### src/hw/rtl/days_between_two_dates_top_assert.svh
// Assertion macros shared by the date difference block.
`ifndef DAYS_BETWEEN_TWO_DATES_TOP_ASSERT_SVH
`define DAYS_BETWEEN_TWO_DATES_TOP_ASSERT_SVH

// Implication checked at the same clock edge.
`define DDB_ASSERT_IMPL(lbl, clk, rst_n, ante, cons) \
	lbl: assert property (@(posedge clk) disable iff (!rst_n) (ante) |-> (cons)) \
		else $error("date difference assertion failed");

// Implication whose consequent is checked later than its antecedent.
`define DDB_ASSERT_LATER(lbl, clk, rst_n, ante, n, cons) \
	lbl: assert property (@(posedge clk) disable iff (!rst_n) (ante) |-> ##n (cons)) \
		else $error("date difference latency assertion failed");

`endif

### src/hw/rtl/ddb_pkg.sv
// Types, constants and the month offset table of the date difference block.
package ddb_pkg;

	localparam int CountW = 24;
	localparam int DiffW = 22;

	typedef logic signed [CountW-1:0] count_t;
	typedef logic [DiffW-1:0] diff_t;

	localparam logic [24:0] DIFF_MAX = 25'd4194303;

	// Reciprocal of 25 scaled by 2^17; exact for dividends below 4096.
	localparam logic [12:0] RECIP_25 = 13'd5243;
	localparam int RECIP_SHIFT = 17;

	localparam logic [8:0] DAYS_PER_YEAR = 9'd365;

	// Days in the months before the given one; out-of-range months clamp.
	function automatic logic [8:0] days_before_month(input logic [3:0] mon);
		logic [8:0] r;
		unique case (mon)
			4'd0, 4'd1: r = 9'd0;
			4'd2:  r = 9'd31;
			4'd3:  r = 9'd59;
			4'd4:  r = 9'd90;
			4'd5:  r = 9'd120;
			4'd6:  r = 9'd151;
			4'd7:  r = 9'd181;
			4'd8:  r = 9'd212;
			4'd9:  r = 9'd243;
			4'd10: r = 9'd273;
			4'd11: r = 9'd304;
			default: r = 9'd334;
		endcase
		return r;
	endfunction

endpackage

### src/hw/rtl/ddb_lane.sv
// One date lane: converts a date to its day count since 1 January of year 1.
module ddb_lane
	import ddb_pkg::*;
(
	input  logic        clk,
	input  logic [4:0]  day,
	input  logic [3:0]  month,
	input  logic [13:0] year,
	output count_t      count
);

	logic [13:0] prev_year;
	logic [11:0] quarter;
	logic [11:0] year_quarter;
	logic [24:0] prod_cent;
	logic [24:0] prod_yq;
	logic [22:0] days_years;

	logic [22:0] p365_s1;
	logic [11:0] q4_s1;
	logic [7:0]  q100_s1;
	logic [11:0] y4_s1;
	logic [7:0]  yq25_s1;
	logic [3:0]  ylow_s1;
	logic        yzero_s1;
	logic [3:0]  mon_s1;
	logic [4:0]  day_s1;

	logic [11:0] rem25;
	logic        leap;
	logic [22:0] base;

	logic [22:0] base_s2;
	logic        leap_s2;
	logic [3:0]  mon_s2;
	logic [4:0]  day_s2;

	logic [CountW-1:0] total;
	count_t            count_s3;

	// Stage 1: earlier years times 365, and quarters divided by 25 by reciprocal.
	assign prev_year    = year - 14'd1;
	assign quarter      = prev_year[13:2];
	assign year_quarter = year[13:2];
	assign prod_cent    = quarter * RECIP_25;
	assign prod_yq      = year_quarter * RECIP_25;
	assign days_years   = prev_year * DAYS_PER_YEAR;

	always_ff @(posedge clk) begin
		p365_s1  <= days_years;
		q4_s1    <= quarter;
		q100_s1  <= prod_cent[RECIP_SHIFT+7:RECIP_SHIFT];
		y4_s1    <= year_quarter;
		yq25_s1  <= prod_yq[RECIP_SHIFT+7:RECIP_SHIFT];
		ylow_s1  <= year[3:0];
		yzero_s1 <= (year == 14'd0);
		mon_s1   <= month;
		day_s1   <= day;
	end

	// Stage 2: leap days of earlier years, and the leap flag of this year.
	// A year is a century when its quarter is a multiple of 25.
	assign rem25 = y4_s1 - ({4'd0, yq25_s1} * 12'd25);
	assign leap  = (ylow_s1[1:0] == 2'd0) && ((rem25 != 12'd0) || (ylow_s1[3:2] == 2'd0));
	assign base  = yzero_s1 ? 23'd0
		: p365_s1 + {11'd0, q4_s1} - {15'd0, q100_s1} + {17'd0, q100_s1[7:2]};

	always_ff @(posedge clk) begin
		base_s2 <= base;
		leap_s2 <= leap;
		mon_s2  <= mon_s1;
		day_s2  <= day_s1;
	end

	// Stage 3: month offset, leap day and day of month; day zero may go negative.
	assign total = {1'b0, base_s2} + {15'd0, days_before_month(mon_s2)}
		+ {23'd0, leap_s2 && (mon_s2 > 4'd2)} + {19'd0, day_s2} - 24'd1;

	always_ff @(posedge clk) begin
		count_s3 <= count_t'(total);
	end

	assign count = count_s3;

endmodule

### src/hw/rtl/ddb_merge.sv
// Merging stage: absolute difference of the two lane counts, saturated to 22 bits.
module ddb_merge
	import ddb_pkg::*;
(
	input  logic   clk,
	input  count_t count_a,
	input  count_t count_b,
	output diff_t  day_difference
);

	logic [24:0] diff;
	logic [24:0] diff_s1;
	logic [24:0] mag;
	diff_t       day_difference_s2;

	assign diff = {count_a[CountW-1], count_a} - {count_b[CountW-1], count_b};

	always_ff @(posedge clk) begin
		diff_s1 <= diff;
	end

	assign mag = diff_s1[24] ? (25'd0 - diff_s1) : diff_s1;

	always_ff @(posedge clk) begin
		day_difference_s2 <= (mag > DIFF_MAX) ? {DiffW{1'b1}} : mag[DiffW-1:0];
	end

	assign day_difference = day_difference_s2;

endmodule

### src/hw/rtl/days_between_two_dates_top.sv
// Date difference block: two conversion lanes, a merging stage and the command handshake.
// done is high in the same cycle that day_difference shows the result of the accepted word.
// Throughput: one word per cycle; busy stays low, so start may be held high every cycle.
// The latency is set by the five-deep pipeline; every stage takes a new word each cycle.
// Reset: arst_n clears the done strobe and the valid chain; data registers are not reset.
// The receiver cannot stall, so done and day_difference last exactly one cycle.
`include "days_between_two_dates_top_assert.svh"

module days_between_two_dates_top
	import ddb_pkg::*;
(
	input  logic        clk,
	input  logic        arst_n,
	input  logic        start,
	output logic        busy,
	input  logic [4:0]  day_a,
	input  logic [3:0]  month_a,
	input  logic [13:0] year_a,
	input  logic [4:0]  day_b,
	input  logic [3:0]  month_b,
	input  logic [13:0] year_b,
	output logic        done,
	output logic [21:0] day_difference
);

	count_t      count_a;
	count_t      count_b;
	logic [4:0]  valid_q;
	logic        same_month;
	logic        same_date;
	logic [21:0] day_gap;

	ddb_lane u_lane_a (
		.clk   (clk),
		.day   (day_a),
		.month (month_a),
		.year  (year_a),
		.count (count_a)
	);

	ddb_lane u_lane_b (
		.clk   (clk),
		.day   (day_b),
		.month (month_b),
		.year  (year_b),
		.count (count_b)
	);

	ddb_merge u_merge (
		.clk            (clk),
		.count_a        (count_a),
		.count_b        (count_b),
		.day_difference (day_difference)
	);

	// One valid bit follows each word through the five stages.
	always_ff @(posedge clk or negedge arst_n) begin
		if (!arst_n) begin
			valid_q <= '0;
		end else begin
			valid_q <= {valid_q[3:0], start};
		end
	end

	assign busy = 1'b0;
	assign done = valid_q[4];

	assign same_month = (month_a == month_b) && (year_a == year_b);
	assign same_date  = same_month && (day_a == day_b);
	assign day_gap    = {17'd0, (day_a > day_b) ? (day_a - day_b) : (day_b - day_a)};

	`DDB_ASSERT_LATER(a_latency, clk, arst_n, start, 5, done)
	`DDB_ASSERT_IMPL(a_same_date, clk, arst_n, done && $past(same_date, 5),
		day_difference == 22'd0)
	`DDB_ASSERT_IMPL(a_same_month, clk, arst_n, done && $past(same_month, 5),
		day_difference == $past(day_gap, 5))

endmodule
### config.mk
export PLATFORM = sky130hd
export DESIGN_NAME = days_between_two_dates_top
export DESIGN_NICKNAME = d
export VERILOG_FILES = /design/src/hw/rtl/ddb_pkg.sv /design/src/hw/rtl/ddb_lane.sv /design/src/hw/rtl/ddb_merge.sv /design/src/hw/rtl/days_between_two_dates_top.sv
export VERILOG_INCLUDE_DIRS = /design/src /design/src/hw/rtl
export SDC_FILE = /design/constraint.sdc
export NUM_CORES = 2
export LEC_CHECK = 0
export ABC_AREA = 1
export BUFFER_PORTS_ARGS = -buffer_cell sky130_fd_sc_hd__buf_2
export CAP_MARGIN = 10
export CORE_MARGIN = 2
export CORE_UTILIZATION = 47
export DETAILED_ROUTE_END_ITERATION = 8
export SLEW_MARGIN = 40
export SYNTH_ARGS = -nofsm -noshare
export SYNTH_HDL_FRONTEND = slang
export SYNTH_SLANG_ARGS = --single-unit
### constraint.sdc
create_clock -name clk -period 3.55 [get_ports clk]
set_clock_uncertainty 0.1 [all_clocks]
set_input_delay 0.71 -clock clk [delete_from_list [all_inputs] [get_ports clk]]
set_output_delay 0.71 -clock clk [all_outputs]
set_load 0.02 [all_outputs]
== Yosys cells after proc, flatten, opt, wreduce, memory -nomap -nowiden ==
Memories as Yosys holds them, arrays and structs flattened. A register that Yosys moved wholly into a read port is not among the register bits.
Index checks and enable logic that the tools add are counted.

* Register bits after elaboration: 320
* ROM bits: 288
* Input port bits: 49
* Output and inout port bits: 24
* Logic and storage cells: 79
* Memories: 2

* Add/subtract/negate cells: 20
* $mul: 8
* $lt $le $gt $ge: 3
* Multiplexer cells: 1
* Reductions and logical operators: 14

{| class="wikitable"
|+ Memory list
! name !! depth !! bits a word !! read ports !! clocked after Yosys merged registers in !! wr ports !! RTL line !! text
|-
| (no name shown) || 16 || 9 || 1 || 1 || 0 || ddb_pkg.sv:21 || <nowiki>unique case (mon)</nowiki>
|-
| (no name shown) || 16 || 9 || 1 || 1 || 0 || ddb_pkg.sv:21 ||
|}

{| class="wikitable"
|+ Operator list
! cell !! count
|-
| $mul A12 B13 Y25 const B || 4
|-
| $add A23 B9 Y24 || 2
|-
| $add A24 B1 Y24 || 2
|-
| $add A24 B5 Y24 || 2
|-
| $sub A24 B1 Y24 const B || 2
|-
| $add A23 B12 Y23 || 2
|-
| $add A23 B6 Y23 || 2
|-
| $mul A14 B9 Y23 const B || 2
|-
| $sub A23 B8 Y23 || 2
|-
| $logic_not A14 Y1 || 2
|-
| $sub A14 B1 Y14 const B || 2
|-
| $gt A25 B22 Y1 const B || 1
|-
| $mux W25 || 1
|-
| $sub A1 B25 Y25 const A || 1
|-
| $sub A24 B24 Y25 || 1
|-
| $mul A8 B5 Y12 const B || 2
|-
| $reduce_bool A12 Y1 || 2
|-
| $sub A12 B12 Y12 || 2
|-
| $gt A4 B2 Y1 const B || 2
|-
| $logic_not A2 Y1 || 4
|-
| $logic_and A1 B1 Y1 || 4
|-
| $logic_or A1 B1 Y1 || 2
|}

== Depth between registers and ports, before layout ==
* Word-level depth: 5
* Mapped depth: 36
* Mapped depth without buffers: 36

== Cells and area by module ==
A second synthesis with hierarchy kept.

* Cell total of the unflattened synthesis: 4872
* Area total of the unflattened synthesis: 38273.0 µm²

{| class="wikitable"
|+ By module, submodules not included
! module !! instances !! cells an instance !! area an instance (µm²) !! sequential area each (µm²)
|-
| ddb_lane at u_lane_b || 1 || 2170 || 17295.3 || 2822.7
|-
| ddb_lane at u_lane_a || 1 || 2156 || 17264.1 || 2822.7
|-
| ddb_merge || 1 || 539 || 3577.2 || 940.9
|-
| days_between_two_dates_top || 1 || 7 || 136.4 || 125.1
|}

== Worst setup path before layout ==
OpenSTA, ideal clock, no wires.

* Path kind: in2reg
* Start: input port year_b[0]
* End: register u_lane_b.q100_s1[6]
* Setup time: 0.112 ns
* Arrival time: 5.900 ns
* Data required time: 3.338 ns
* Slack: -2.562 ns
* Cell stages on the path: 32
* Buffers on the path: 0
* Cell sequence: inv_1 -> ha_1 -> inv_1 -> nand2_1 -> nand2_1 -> nor3_2 -> nand2_1 -> nand2_1 -> nand2_1 -> xor2_2 -> inv_1 -> ha_1 -> inv_1 -> ha_1 -> xor2_1 -> ha_1 -> inv_1 -> nand2_1 -> inv_1 -> fa_1 -> inv_1 -> fa_1 -> inv_1 -> fa_1 -> inv_1 -> ha_1 -> nand2_1 -> nor2_1 -> nand2_1 -> or3_1 -> nand3_1 -> nand2_1

* Word-level cells in the longest chain between the ends: 2

{| class="wikitable"
|+ RTL lines
! item !! RTL line !! text
|-
| start, declared || days_between_two_dates_top.sv:21 || <nowiki>input logic [13:0] year_b,</nowiki>
|-
| $sub A14 B1 Y14 || ddb_lane.sv:42 || <nowiki>assign prev_year = year - 14'd1;</nowiki>
|-
| via u_lane_b.prev_year[12] || ddb_lane.sv:12 || <nowiki>logic [13:0] prev_year;</nowiki>
|-
| $mul A12 B13 Y25 || ddb_lane.sv:45 || <nowiki>assign prod_cent = quarter * RECIP_25;</nowiki>
|-
| via u_lane_b.prod_cent[23] || ddb_lane.sv:15 || <nowiki>logic [24:0] prod_cent;</nowiki>
|-
| end signal, assigned || ddb_lane.sv:52 || <nowiki>q100_s1 <= prod_cent[RECIP_SHIFT+7:RECIP_SHIFT];</nowiki>
|-
| end, declared || ddb_lane.sv:21 || <nowiki>logic [7:0] q100_s1;</nowiki>
|}

The timed path passes the listed nets, and every way through them passes these cells.
A chain may end at the register's enable or synchronous reset.

== Worst setup path after layout ==
* Start: input port year_b[3]
* End: register u_lane_b.q100_s1[6]

Same word-level chain as after synthesis.

==> flow_metrics.py <==
metrics = {
    "timing": {
        "worstMarginPinSlew_ns": 0.976,
        "fin_ws_ns": -1.67,
        "fin_crit_sh_pct": 147,
        "hold_viol_final": 0,
        "slew_headroom_pct": 34.3,
        "period_minus_slack_ns": 5.22,
        "fmax_mhz": 192,
        "setup_violations": 66,
        "rsz0062_at_grt": "true",
        "drv_slew": 0,
    },
    "global_routing": {
        "gr-total-overflow": 0,
        "grt_use_met1_pct": 29.3,
        "grt_util_met3_pct": 2.52,
        "antenna_found_initial": 2,
        "grt-busiest-layer": "met2",
        "grt_use_total_pct": 23.3,
        "grt_pass1_vias": 31900,
        "grt_max_degree": 23,
        "grt_pass1_wl_um": 155000,
        "use_met2_pct": 42.0,
    },
    "route": {
        "dr.pass1.iters": 7,
        "wl_per_cell_um": 14.7,
        "wl_um": 94200,
        "avgViaCountPerCell": 4.83,
        "drt-initial-drc-count": 1205,
        "ant_nets": 0,
        "vias": 30900,
        "drc": 0,
    },
    "finish": {
        "final_layout_size_suffix_gt1_share_pct": 25.7,
        "area_delta_synth_final_pct": 31.2,
        "layoutNonFillerInstCount": 6399,
        "fillers": 6745,
        "nets": 6419,
        "antenna_cells": 0,
    },
    "yosys": {
        "synth.top_cell.area_share_pct": 24.1,
        "yosys_warnings": 0,
        "synth_cell_types": 53,
        "synth_area_leaders": "ha_1 (24%), dfxtp_1 (18%), fa_1 (18%), inv_1 (12%), nand2_1 (7.4%)",
        "synthesis.area_um2": 37000,
        "synthFlopType": "dfxtp_1",
        "syn_avg_cell_area_um2": 8.04,
        "synth_edf_count": 0,
        "seq_area_frac_synth_pct": 18.1,
        "synth_cells": 4610,
        "yosys.area.top_type": "ha_1",
        "syn_nets": 5703,
        "async_flop_share_pct": 1.50,
        "synth_seq_cells": 334,
    },
    "floorplanning": {
        "die_area_um2": 81100,
        "die_h_um": 285,
        "rows": 102,
        "start_util_pct": 47.7,
        "core_um2": 77700,
        "die_x_um": 285,
        "top_level_ports": 73,
    },
    "placement": {
        "dp_cells": 6241,
        "portBuffers": 71,
        "dp_hpwl_um": 78000,
        "place.gp.congestion": 0.890,
    },
    "clocking": {
        "clockBufferDepth": 3,
        "tritoncts": "built",
        "cts.sinks": 334,
        "clkTransAtPathRegs_ns": 0.07,
        "clockRootBuffer": "clkbuf_16",
        "clk_latency_ns": 0.61,
        "htreeDepth": 2,
        "numCtsBuffers": 42,
    },
    "job": {
        "drv_cap": 0,
    },
    "outcome": {
        "status": "finished, violations left",
        "failed_checks": "negative setup slack",
    },
    "setup_path": {
        "cpPeakStageDelay_ns": 0.52,
        "rr_startpoint": "u_lane_a.yq25_s1[2]",
        "worstPathArrival_ns": 5.67,
        "cp_slowest_cell": "fa_2",
        "path_max_fanout": 4,
        "crit_start": "year_b[3]",
        "cp.required_ns": 4.00,
        "start_kind": "primary input",
        "path_common_cell": "inv_2",
        "path_class": "in2reg",
        "end_kind": "register",
    },
    "hold_path": {
        "worst_hold_startpoint": "year_a[0]",
        "min_path_type": "in2reg",
    },
}
-- cell type report --
type,instances,area (um^2),share of cell area [%]
clock inverters,25,329,0.677
flip-flops and latches,334,6730,13.8
inverters,1143,4340,8.92
clock buffers,52,1130,2.32
multi-input cells,3124,29300,60.4
well taps,1040,1300,2.68
repair buffers,681,5430,11.2
-- metal layers --
metal,vias to the layer above,routed length (um)
met3,166,3080
met5,-,27
met4,4,2800
met2,458,46400
li1,15900,-
met1,14400,41900
-- metrics by stage --
step	setup slack [ns]	hold WS, ns	utilization, %	area (um^2)	setup TNS, ns
after floorplan	-2.20	0.210	-	37900	-88.40
after global placement	-2.32	0.216	55.9	43400	-120.52
after detailed placement	-2.48	0.219	55.9	43400	-123.92
after CTS	-1.59	0.0580	60.2	46800	-66.95
after global routing	-1.89	0.0827	62.5	48600	-80.52
final	-1.67	0.100	62.5	48600	-70.29
-- registers in the layout, indices dropped and copies added, names as in the netlist, 22 cells and up, named ones only --
name	count
u_lane_a.base_s2	23
u_lane_a.count	24
u_lane_a.p365_s1	23
u_lane_b.base_s2	23
u_lane_b.count	24
u_lane_b.p365_s1	23
u_merge.day_difference	22
u_merge.diff_s1	25
-- Yosys cell counts, drive strengths merged (59+ instances only) --
cell	number
a21oi	233
dfxtp	329
fa	329
ha	715
inv	1142
nand2	735
nand3	185
nand4	59
nor2	302
nor3	59
o21ai	146
xor2	135
-- path summary, 6_finish.rpt --
kind	cells past startpoint	endpoint	slack [ns]
setup / recovery	33	u_lane_b.q100_s1[6]	-1.67
hold / removal	1	u_lane_a.ylow_s1[0]	0.10
setup reg to reg	16	u_lane_a.leap_s2	0.05
hold reg to reg	0	u_lane_a.day_s2[2]	0.23
max in group asynchronous	2	valid_q[4]	2.86
min in group asynchronous	2	valid_q[1]	0.36
-- layout by cell type, fill, tap and decap left out, types with 49 or more instances in the layout --
cell,n
inv_2,89
nor2_1,243
nand3_2,49
a21oi_1,182
nand2_2,63
fa_1,309
ha_4,96
nand3_1,133
xor2_1,107
buf_2,53
nand4_1,58
ha_1,605
o21ai_0,102
buf_6,70
dfxtp_1,318
buf_4,536
nand2_1,634
inv_1,1039
-- cells by family (layout without fill, tap and decap cells) --
group | after synthesis | count (layout) | synth area share [%]
adder cells (fa/ha/maj) | 1044 | 1044 | 41.9
AND/OR/NAND/NOR | 1384 | 1384 | 16.1
AO/OA/AOI/OAI | 515 | 515 | 7.83
flip-flops | 334 | 334 | 18.1
buffers and inverters | 1152 | 1901 | 11.8
other | 1 | 1 | 0.0101
XOR/XNOR | 180 | 180 | 4.30
-- worst max-delay path: cells and delay by family --
family                   cells  cell delay (ns)
XOR/XNOR                     2             0.29
AND/OR/NAND/NOR             14             1.49
adder cells (fa/ha/maj)      8             2.71
buffers and inverters        9             0.47
-- timing repair --
item | CTS | global route
buffers inserted | 40 | 52
hold endpoints to repair | 5 | 0
resized for setup | 328 | 399
hold buffers | 1 | 0
pin swaps | 156 | 286
setup endpoints to repair | 68 | 71
Power is not shown: default switching activity piles up to over one toggle a cycle in this logic, so the estimate is an artifact.
